File: src/hdl/sm64bd_pkg.sv
// ----------------------------------------------------------------------------
// sm64bd_pkg
// Types and constants shared by the SplitMix64 bounded draw block.
// ----------------------------------------------------------------------------
package sm64bd_pkg;

   localparam logic [63:0] GOLDEN_INC = 64'h9E37_79B9_7F4A_7C15;
   localparam logic [63:0] MIX_MUL_A  = 64'hBF58_476D_1CE4_E5B9;
   localparam logic [63:0] MIX_MUL_B  = 64'h94D0_49BB_1331_11EB;

   localparam int unsigned SHIFT_0 = 30;
   localparam int unsigned SHIFT_1 = 27;
   localparam int unsigned SHIFT_2 = 31;

   localparam logic [1:0] PHASE_LAST = 2'd2;
   localparam logic [5:0] DIV_LAST   = 6'd63;

   localparam logic OP_RAW     = 1'b0;
   localparam logic OP_BOUNDED = 1'b1;

   typedef enum logic [2:0] {
      ST_IDLE,
      ST_XS,
      ST_MUL,
      ST_DIV,
      ST_DONE
   } state_type;

endpackage

File: src/hdl/splitmix64_bounded_draw.sv
// ----------------------------------------------------------------------------
// splitmix64_bounded_draw
// SplitMix64 generator with a raw draw and a bounded draw by restoring modulo.
// ----------------------------------------------------------------------------
//  channel | direction | handshake            | payload
//  req     | in        | req_valid/req_stall  | opcode, range_low, range_high
//  rsp     | out       | rsp_valid/rsp_stall  | raw_value, bounded_value
//  csr     | in        | csr_wr_en            | csr_wr_data (seed)
//
//  One item at a time through a single 32x32 multiplier and a 34-bit subtractor.
//  Raw draw: from accept to result register, 3 xor-shifts, 2x3 multiply steps and
//  one load.
//  Bounded draw: the raw draw, then the modulo at one bit a cycle over all 64 bits.
//  Equal or inverted range (high <= low): the state is not advanced.
//  req_stall is high from accept until the result enters the output register; a stalled
//  result is held there while the next item is taken. Reset is synchronous, state 0.
// ----------------------------------------------------------------------------
module splitmix64_bounded_draw (
   input  logic               clock,
   input  logic               reset,
   input  logic               req_valid,
   output logic               req_stall,
   input  logic               req_opcode,
   input  logic signed [31:0] req_range_low,
   input  logic signed [31:0] req_range_high,
   output logic               rsp_valid,
   input  logic               rsp_stall,
   output logic        [63:0] rsp_raw_value,
   output logic signed [31:0] rsp_bounded_value,
   input  logic               csr_wr_en,
   input  logic        [63:0] csr_wr_data
);

   sm64bd_pkg::state_type state_ff, state_in;
   logic [63:0] gen_ff, gen_in;
   logic [63:0] z_ff, z_in;
   logic [63:0] acc_ff, acc_in;
   logic [63:0] raw_ff, raw_in;
   logic [32:0] span_ff, span_in;
   logic [32:0] rem_ff, rem_in;
   logic [31:0] lo_ff, lo_in;
   logic        op_ff, op_in;
   logic [1:0]  phase_ff, phase_in;
   logic [5:0]  cnt_ff, cnt_in;
   logic        rsp_valid_ff, rsp_valid_in;
   logic [63:0] rsp_raw_ff, rsp_raw_in;
   logic [31:0] rsp_bnd_ff, rsp_bnd_in;

   logic [31:0] mul_a, mul_b;
   logic [63:0] prod;
   logic [63:0] mul_k;
   logic [63:0] z_xs;
   logic [33:0] trial;
   logic [33:0] diff;

   assign req_stall         = (state_ff != sm64bd_pkg::ST_IDLE);
   assign rsp_valid         = rsp_valid_ff;
   assign rsp_raw_value     = rsp_raw_ff;
   assign rsp_bounded_value = rsp_bnd_ff;

   assign mul_k = phase_ff[0] ? sm64bd_pkg::MIX_MUL_B : sm64bd_pkg::MIX_MUL_A;
   assign mul_a = (cnt_ff[1:0] == 2'd2) ? z_ff[63:32] : z_ff[31:0];
   assign mul_b = (cnt_ff[1:0] == 2'd1) ? mul_k[63:32] : mul_k[31:0];
   assign prod  = {32'b0, mul_a} * {32'b0, mul_b};

   assign trial = {rem_ff, z_ff[63]};
   assign diff  = trial - {1'b0, span_ff};

   always_comb begin
      case (phase_ff)
         2'd0:    z_xs = z_ff ^ (z_ff >> sm64bd_pkg::SHIFT_0);
         2'd1:    z_xs = z_ff ^ (z_ff >> sm64bd_pkg::SHIFT_1);
         default: z_xs = z_ff ^ (z_ff >> sm64bd_pkg::SHIFT_2);
      endcase
   end

   always_comb begin
      state_in     = state_ff;
      gen_in       = gen_ff;
      z_in         = z_ff;
      acc_in       = acc_ff;
      raw_in       = raw_ff;
      span_in      = span_ff;
      rem_in       = rem_ff;
      lo_in        = lo_ff;
      op_in        = op_ff;
      phase_in     = phase_ff;
      cnt_in       = cnt_ff;
      rsp_valid_in = rsp_valid_ff;
      rsp_raw_in   = rsp_raw_ff;
      rsp_bnd_in   = rsp_bnd_ff;

      if (rsp_valid_ff && !rsp_stall) begin
         rsp_valid_in = 1'b0;
      end

      case (state_ff)
         sm64bd_pkg::ST_IDLE: begin
            if (req_valid) begin
               op_in  = req_opcode;
               lo_in  = req_range_low;
               rem_in = '0;
               if (req_opcode == sm64bd_pkg::OP_BOUNDED && req_range_high <= req_range_low) begin
                  raw_in   = '0;
                  state_in = sm64bd_pkg::ST_DONE;
               end else begin
                  gen_in   = gen_ff + sm64bd_pkg::GOLDEN_INC;
                  z_in     = gen_ff + sm64bd_pkg::GOLDEN_INC;
                  span_in  = {req_range_high[31], req_range_high}
                           - {req_range_low[31], req_range_low} + 33'd1;
                  phase_in = '0;
                  cnt_in   = '0;
                  state_in = sm64bd_pkg::ST_XS;
               end
            end
         end
         sm64bd_pkg::ST_XS: begin
            z_in   = z_xs;
            cnt_in = '0;
            if (phase_ff == sm64bd_pkg::PHASE_LAST) begin
               raw_in   = z_xs;
               state_in = (op_ff == sm64bd_pkg::OP_BOUNDED) ? sm64bd_pkg::ST_DIV
                                                            : sm64bd_pkg::ST_DONE;
            end else begin
               state_in = sm64bd_pkg::ST_MUL;
            end
         end
         sm64bd_pkg::ST_MUL: begin
            cnt_in = cnt_ff + 6'd1;
            case (cnt_ff[1:0])
               2'd0: begin
                  acc_in = prod;
               end
               2'd1: begin
                  acc_in = acc_ff + {prod[31:0], 32'b0};
               end
               default: begin
                  z_in     = acc_ff + {prod[31:0], 32'b0};
                  phase_in = phase_ff + 2'd1;
                  state_in = sm64bd_pkg::ST_XS;
               end
            endcase
         end
         sm64bd_pkg::ST_DIV: begin
            rem_in = diff[33] ? trial[32:0] : diff[32:0];
            z_in   = {z_ff[62:0], 1'b0};
            cnt_in = cnt_ff + 6'd1;
            if (cnt_ff == sm64bd_pkg::DIV_LAST) begin
               state_in = sm64bd_pkg::ST_DONE;
            end
         end
         sm64bd_pkg::ST_DONE: begin
            if (!rsp_valid_ff || !rsp_stall) begin
               rsp_valid_in = 1'b1;
               rsp_raw_in   = raw_ff;
               rsp_bnd_in   = (op_ff == sm64bd_pkg::OP_BOUNDED) ? (lo_ff + rem_ff[31:0]) : '0;
               state_in     = sm64bd_pkg::ST_IDLE;
            end
         end
         default: begin
            state_in = sm64bd_pkg::ST_IDLE;
         end
      endcase

      if (csr_wr_en) begin
         gen_in = csr_wr_data;
      end
   end

   always_ff @(posedge clock) begin
      if (reset) begin
         state_ff     <= sm64bd_pkg::ST_IDLE;
         gen_ff       <= '0;
         rsp_valid_ff <= 1'b0;
         phase_ff     <= '0;
         cnt_ff       <= '0;
      end else begin
         state_ff     <= state_in;
         gen_ff       <= gen_in;
         rsp_valid_ff <= rsp_valid_in;
         phase_ff     <= phase_in;
         cnt_ff       <= cnt_in;
      end
   end

   always_ff @(posedge clock) begin
      z_ff       <= z_in;
      acc_ff     <= acc_in;
      raw_ff     <= raw_in;
      span_ff    <= span_in;
      rem_ff     <= rem_in;
      lo_ff      <= lo_in;
      op_ff      <= op_in;
      rsp_raw_ff <= rsp_raw_in;
      rsp_bnd_ff <= rsp_bnd_in;
   end

endmodule
File: config.mk
export PLATFORM = sky130hd
export DESIGN_NAME = splitmix64_bounded_draw
export DESIGN_NICKNAME = d
export VERILOG_FILES = /design/src/hdl/sm64bd_pkg.sv /design/src/hdl/splitmix64_bounded_draw.sv
export SDC_FILE = /design/constraint.sdc
export NUM_CORES = 2
export LEC_CHECK = 0
export ABC_AREA = 1
export BUFFER_PORTS_ARGS = -buffer_cell sky130_fd_sc_hd__clkbuf_2
export CORE_MARGIN = 2
export CORE_UTILIZATION = 59
export CTS_CLUSTER_SIZE = 16
export DETAILED_ROUTE_END_ITERATION = 16
export GPL_TIMING_DRIVEN = 0
export PLACE_DENSITY = 0.88
export SETUP_SLACK_MARGIN = 0.3
export SLEW_MARGIN = 20
export SYNTH_ARGS = -nofsm -noshare
export SYNTH_HDL_FRONTEND = slang
export SYNTH_SLANG_ARGS = --single-unit
File: constraint.sdc
create_clock -name clock -period 8.9 [get_ports clock]
set_input_delay 1.78 -clock clock [delete_from_list [all_inputs] [get_ports clock]]
set_output_delay 1.78 -clock clock [all_outputs]
set_load 0.1 [all_outputs]
---- Word level (Yosys, flattened, before mapping) ----
Cells that the tools add are included.
storage, ports and cells
  register bits after elaboration ......... 463
  input bits .............................. 134
  output and inout bits ................... 98
  word-level logic and storage cells ...... 111
cells by class
  $add $sub $neg .......................... 8
  multipliers ............................. 1
  order comparisons ....................... 1
  equal/unequal tests ..................... 17
  mux-type cells .......................... 36
  bitwise logic cells ..................... 4
  reduce and logical (&&, ||, !) cells .... 30
operator list
  operator                number
  $mux 64                 8
  $pmux 64 s2             3
  $pmux 64 s4             1
  $mux 33                 2
  $pmux 33 s2             1
  $add 64x64->64          1
  $add 64x64->64 const B  1
  $mul 32x32->64          1
  $mux 32                 2
  $xor 64x33->64          1
  $xor 64x34->64          1
  $xor 64x37->64          1
  $mux 62                 1
  $sub 34x33->34          1
  $add 33x1->33 const B   1
  $sub 32x32->33          1
  $add 32x32->32          1
  $le 32x32->1            1
  $mux 3                  7
  $pmux 6 s3              1
  $ne 2x2->1 const B      8
  $reduce_and 4->1        4
  $pmux 3 s5              1
  $mux 6                  2
  23 further kinds        45

---- Longest topological paths before layout ----
  word-level depth ........................ 6
  gate-level depth with buffers ........... 46
  mapped depth without buffers ............ 45

---- Worst setup path before layout ----
No wires, ideal clock.
  kind .................................... reg-to-reg
  start point ............................. reg cnt_ff[0]
  end point ............................... reg z_ff[57] (data pin)
  library setup time ...................... 268 ps
  arrival time ............................ 8508 ps
  data required time ...................... 8632 ps
  setup slack ............................. 124 ps
  stages on the path, launching flop included .. 36
  buffers on the path ..................... 2
  period minus slack after synthesis ...... 8776 ps
  cell sequence ........................... dfxtp_1 > inv_1 > ha_1 > clkbuf_1 > clkbuf_1 > o21ai_1 > clkinv_1 > nor2_1 > inv_1 > fa_1 > inv_1 > fa_1 > fa_1 > inv_1 > fa_1 > inv_1 > fa_1 > fa_1 > fa_1 > fa_1 > ha_1 > nand2_1 > nor2_1 > inv_1 > nor2_1 > nand2_1 > nand2_1 > xor2_1 > ha_1 > a21o_1 > a31oi_1 > o21a_1 > nand3_1 > or2_2 > nand3_1 > o211ai_1
between the ends
  cells in the longest elaborated chain, start to end .. 6
  elaborated cells between the ends (all ways) .. 8
  those cells by class .................... add/sub: 1; mul: 1; eq/ne: 2; mux: 4
ends and longest elaborated chain
  item                                             line                                                          text
  from (decl)                                      splitmix64_bounded_draw.sv:44                                 logic [5:0] cnt_ff, cnt_in;
  from (signal assigned)                           splitmix64_bounded_draw.sv:182                                cnt_ff <= cnt_in;
  $eq 2x2->1 / $eq 2x1->1 (equally long branches)  splitmix64_bounded_draw.sv:62, splitmix64_bounded_draw.sv:63
  $mux 32, on equally long branches                splitmix64_bounded_draw.sv:62, splitmix64_bounded_draw.sv:63
  $mul 32x32->64 *                                 splitmix64_bounded_draw.sv:64                                 assign prod = {32'b0, mul_a} * {32'b0, mul_b};
  $add 64x64->64 *                                 splitmix64_bounded_draw.sv:138                                z_in = acc_ff + {prod[31:0], 32'b0};
  $mux 64 *                                        splitmix64_bounded_draw.sv:130                                case (cnt_ff[1:0])
  $pmux 64 s4 *                                    splitmix64_bounded_draw.sv:97                                 case (state_ff)
  via z_in[57]                                     splitmix64_bounded_draw.sv:36                                 logic [63:0] z_ff, z_in;
  to (signal assigned)                             splitmix64_bounded_draw.sv:187                                z_ff <= z_in;
  to (decl)                                        splitmix64_bounded_draw.sv:36
Mark *: on every way through the listed nets, which the timed path passes. The rest lies on a longest branch. The select of a mux whose other input is x is not followed.
A chain may end at the register's enable or synchronous reset.

---- Worst setup path after layout ----
  start point ............................. reg cnt_ff[0]
  end point ............................... reg acc_ff[63] (data pin)
between the ends
  cells in the longest elaborated chain, start to end .. 5
  elaborated cells between the ends (all ways) .. 8
  those cells by class .................... add/sub: 1; mul: 1; eq/ne: 2; mux: 3; reduce/logical: 1
ends and longest elaborated chain
  item                                             line                                                                                          text
  $eq 2x2->1 / $eq 2x1->1 (equally long branches)  splitmix64_bounded_draw.sv:62, splitmix64_bounded_draw.sv:63, splitmix64_bounded_draw.sv:130
  $mux 32, on equally long branches                splitmix64_bounded_draw.sv:62, splitmix64_bounded_draw.sv:63
  $mul 32x32->64                                   splitmix64_bounded_draw.sv:64
  $add 64x64->64                                   splitmix64_bounded_draw.sv:135                                                                acc_in = acc_ff + {prod[31:0], 32'b0};
  $pmux 64 s2 *                                    splitmix64_bounded_draw.sv:130
  to (signal assigned)                             splitmix64_bounded_draw.sv:188                                                                acc_ff <= acc_in;
  to (decl)                                        splitmix64_bounded_draw.sv:37                                                                 logic [63:0] acc_ff, acc_in;
Every way passes the cells marked *; elsewhere a longest branch is shown, timed or not.

==> out/metrics.csv <==
metric;value;unit
drt_pre_antenna_iters;9;
timing.critical_path.slowest_cell_delay;640;ps
clock_tree_from_tritoncts;done;
critPathMaxFanout;5;
drt_drc_violations_left;0;
r2r-start;cnt_ff[0];
wp_data_required;9300;ps
top_usage_layer;met2;
synth_fp_nets;9111;
detailed_place.area;0.0654;mm²
antenna_found_initial;10;
slew_headroom;0.281;
worst_ep_arrival_time;9780;ps
die_height;328;µm
worst_path_setup_slack_after_routing;-479;ps
vias_per_cell;6.25;
worst_clock_skew;60.9;ps
post_route_cells_drive_above_1_share;0.155;
crit_path_start_kind;flip-flop;
rows;119;
syn_inst;7635;
most_common_cell_after_layout_fill_and_taps_aside;sky130_fd_sc_hd__inv_1;
synthesis.area;0.0621;mm²
worstSetupStartpoint;cnt_ff[0];
grt_util_met2;0.695;
use_met1;0.623;
fin_hold_ws;420;ps
postSynthAreaPerCell;8.14;µm²
clkLatencyLatePin;690;ps
synth.largest_area_cell;sky130_fd_sc_hd__fa_1;
synthDistinctLibCells;64;
num_vias;60100;
setup.worst_path.end_class;flip-flop;
grt_first_pass_wirelength;382000;µm
globalplace.congestion;1.10;
grt-ovfl-total;0;
dieWidth;328;µm
worst_max_slew_pin_slew;1080;ps
wl_per_cell;28.2;µm
core_region_area;0.105;mm²
final_net_count;9655;
timing.critical_path.buf_inv;13;
rsz0062_at_grt;true;
post_cts_hold_buffer_count;0;
final_core_utilization;0.700;
design.portCount;232;
use_met3;0.181;
fp.dieArea;0.108;mm²
place_hpwl;217000;µm
predominant_post_synthesis_flop_cell;sky130_fd_sc_hd__edfxtp_1;
most-common-layout-cells;sky130_fd_sc_hd__inv_1, sky130_fd_sc_hd__nand2_1, sky130_fd_sc_hd__fa_1, sky130_fd_sc_hd__nor2_1, sky130_fd_sc_hd__ha_1;
timing.hold.worst.class;flip-flop to flip-flop;
yosysWarningCount;0;
async_flop_share;0;
hold_path.startpoint;raw_ff[57];
cts_inserted_buffers;53;
top_area_cell_type_share_of_the_netlist_area;0.270;
dpl.cell_count;9271;
cts_max_path_buffers;3;
floorplan.initialDensity;0.593;
setup_viol_count_final;23;
netlist_top_cells_area;sky130_fd_sc_hd__fa_1, sky130_fd_sc_hd__edfxtp_1, sky130_fd_sc_hd__ha_1, sky130_fd_sc_hd__inv_1, sky130_fd_sc_hd__nand2_1;
cts.reportedPaths.clkPinSlew;60;ps
status;finished, violations left;
grt_start_max_net_pins;47;
areaGrowthSynthToFinish;18.1;%
cts_root_buffer;sky130_fd_sc_hd__clkbuf_16;
cts.sinks;463;
post-route-period-util;1.05;
synth.yosys.seq_area_share;0.212;
final_max_slew_viol_count;0;
grt_pass1_vias;58600;
drv_cap;0;
worst-setup-path-type;flip-flop to flip-flop;
initial_drt_markers;9226;
worst_path_top_cell_family_by_delay;adder cells;
place.port_buffers;229;
global_route.usage.total;0.490;
maxClockFrequency;107;MHz
postSynthRegisterBits;463;
route.antenna.remaining_nets;0;
postRouteWirelength;271000;µm
worst_path_max_delay_cell;sky130_fd_sc_hd__fa_2;
crit_path_time_final;9380;ps
fin_area;0.0734;mm²
hold_violations;0;
finalNonFillerCells;9618;
clock_tree.htree_level_count;2;
count_of_flip_flops_with_a_built_in_enable_after_synthesis;387;
failed_checks;negative setup slack;
[registers in the layout (all words and copies together) (netlist names), 33 cells and up]
register       count
gen_ff            64
rem_ff            33
acc_ff            64
raw_ff            64
span_ff           33
rsp_raw_value     64
z_ff              64
[worst paths after layout]
| kind | endpoint | slack [ps] | depth (start not counted) |
|---|---|---|---|
| worst min-delay path | rsp_raw_value[57] | 420 | 0 |
| worst min register to register | rsp_raw_value[57] | 420 | 0 |
| worst max register to register | acc_ff[63] | -480 | 41 |
| worst max-delay path | acc_ff[63] | -480 | 41 |
[cell type report]
class | count | area [µm²]
sequential | 463 | 13200
buffer | 190 | 1540
clock buffer | 71 | 1440
multi-input combinational | 5289 | 45000
antenna | 3 | 7.51
inverter | 1692 | 6450
timing repair buffer | 489 | 3700
fill | 8027 | 31500
clock inverter | 29 | 362
timing repair inverter | 1 | 6.26
tap | 1391 | 1740
[synthesized netlist by cell type, drive strengths merged, types with 17 or more instances]
| library cell | number |
|---|---|
| edfxtp | 387 |
| a22oi | 21 |
| nand4 | 110 |
| fa | 838 |
| o221ai | 17 |
| buf | 50 |
| o21ai | 383 |
| nand2 | 1308 |
| nand3b | 18 |
| dfxtp | 76 |
| clkbuf | 141 |
| a31oi | 39 |
| a21oi | 459 |
| nor3 | 53 |
| xor2 | 102 |
| o21bai | 26 |
| nand3 | 357 |
| a21o | 27 |
| o21a | 17 |
| or2 | 22 |
| ha | 504 |
| xnor2 | 30 |
| o211ai | 46 |
| inv | 1681 |
| nor2 | 841 |
[worst reg2reg max path: cells and delay by family (launching register included)]
family | cells | cell delay, ps
adder cells (fa/ha/maj) | 11 | 5030
AO/OA/AOI/OAI | 4 | 710
flip-flops | 1 | 380
XOR/XNOR | 1 | 300
AND/OR/NAND/NOR | 12 | 1460
buffers and inverters | 13 | 1220
[per-layer routing]
layer,routed length (µm),part of all wire
met5,199,0.00073
met2,110000,0.41
met3,41100,0.15
met4,25000,0.092
met1,94900,0.35
[per-stage QoR]
step	setup slack (ps)	TNS, ps
final	-479	-5490
after detailed placement	-3480	-143620
after global placement	-3480	-152850
after floorplan	299	0
after global routing	-623	-8070
after CTS	-114	-379
[cells by family (layout without fill, tap and decap cells)]
family,after synthesis,count (layout),synth area share
AOI/OAI and AO/OA,1079,1079,0.0970
xor gates and xnor gates,132,132,0.0186
adders and majority gates,1342,1342,0.372
buffers and inverters,1883,2472,0.118
DFF,463,463,0.212
other,0,3,0
and+or+nand+nor,2736,2736,0.183
[timing repair]
| item | in CTS | in global routing |
|---|---|---|
| setup buffers | 147 | 94 |
| pin swaps | 170 | 166 |
| gates resized for setup | 688 | 287 |
| cloned | 4 | 0 |
| endpoints found under the setup margin | 78 | 52 |
Power is left out: the tool's default activity adds up to more than one toggle a clock period on the data nets, which glitch-free logic cannot reach.
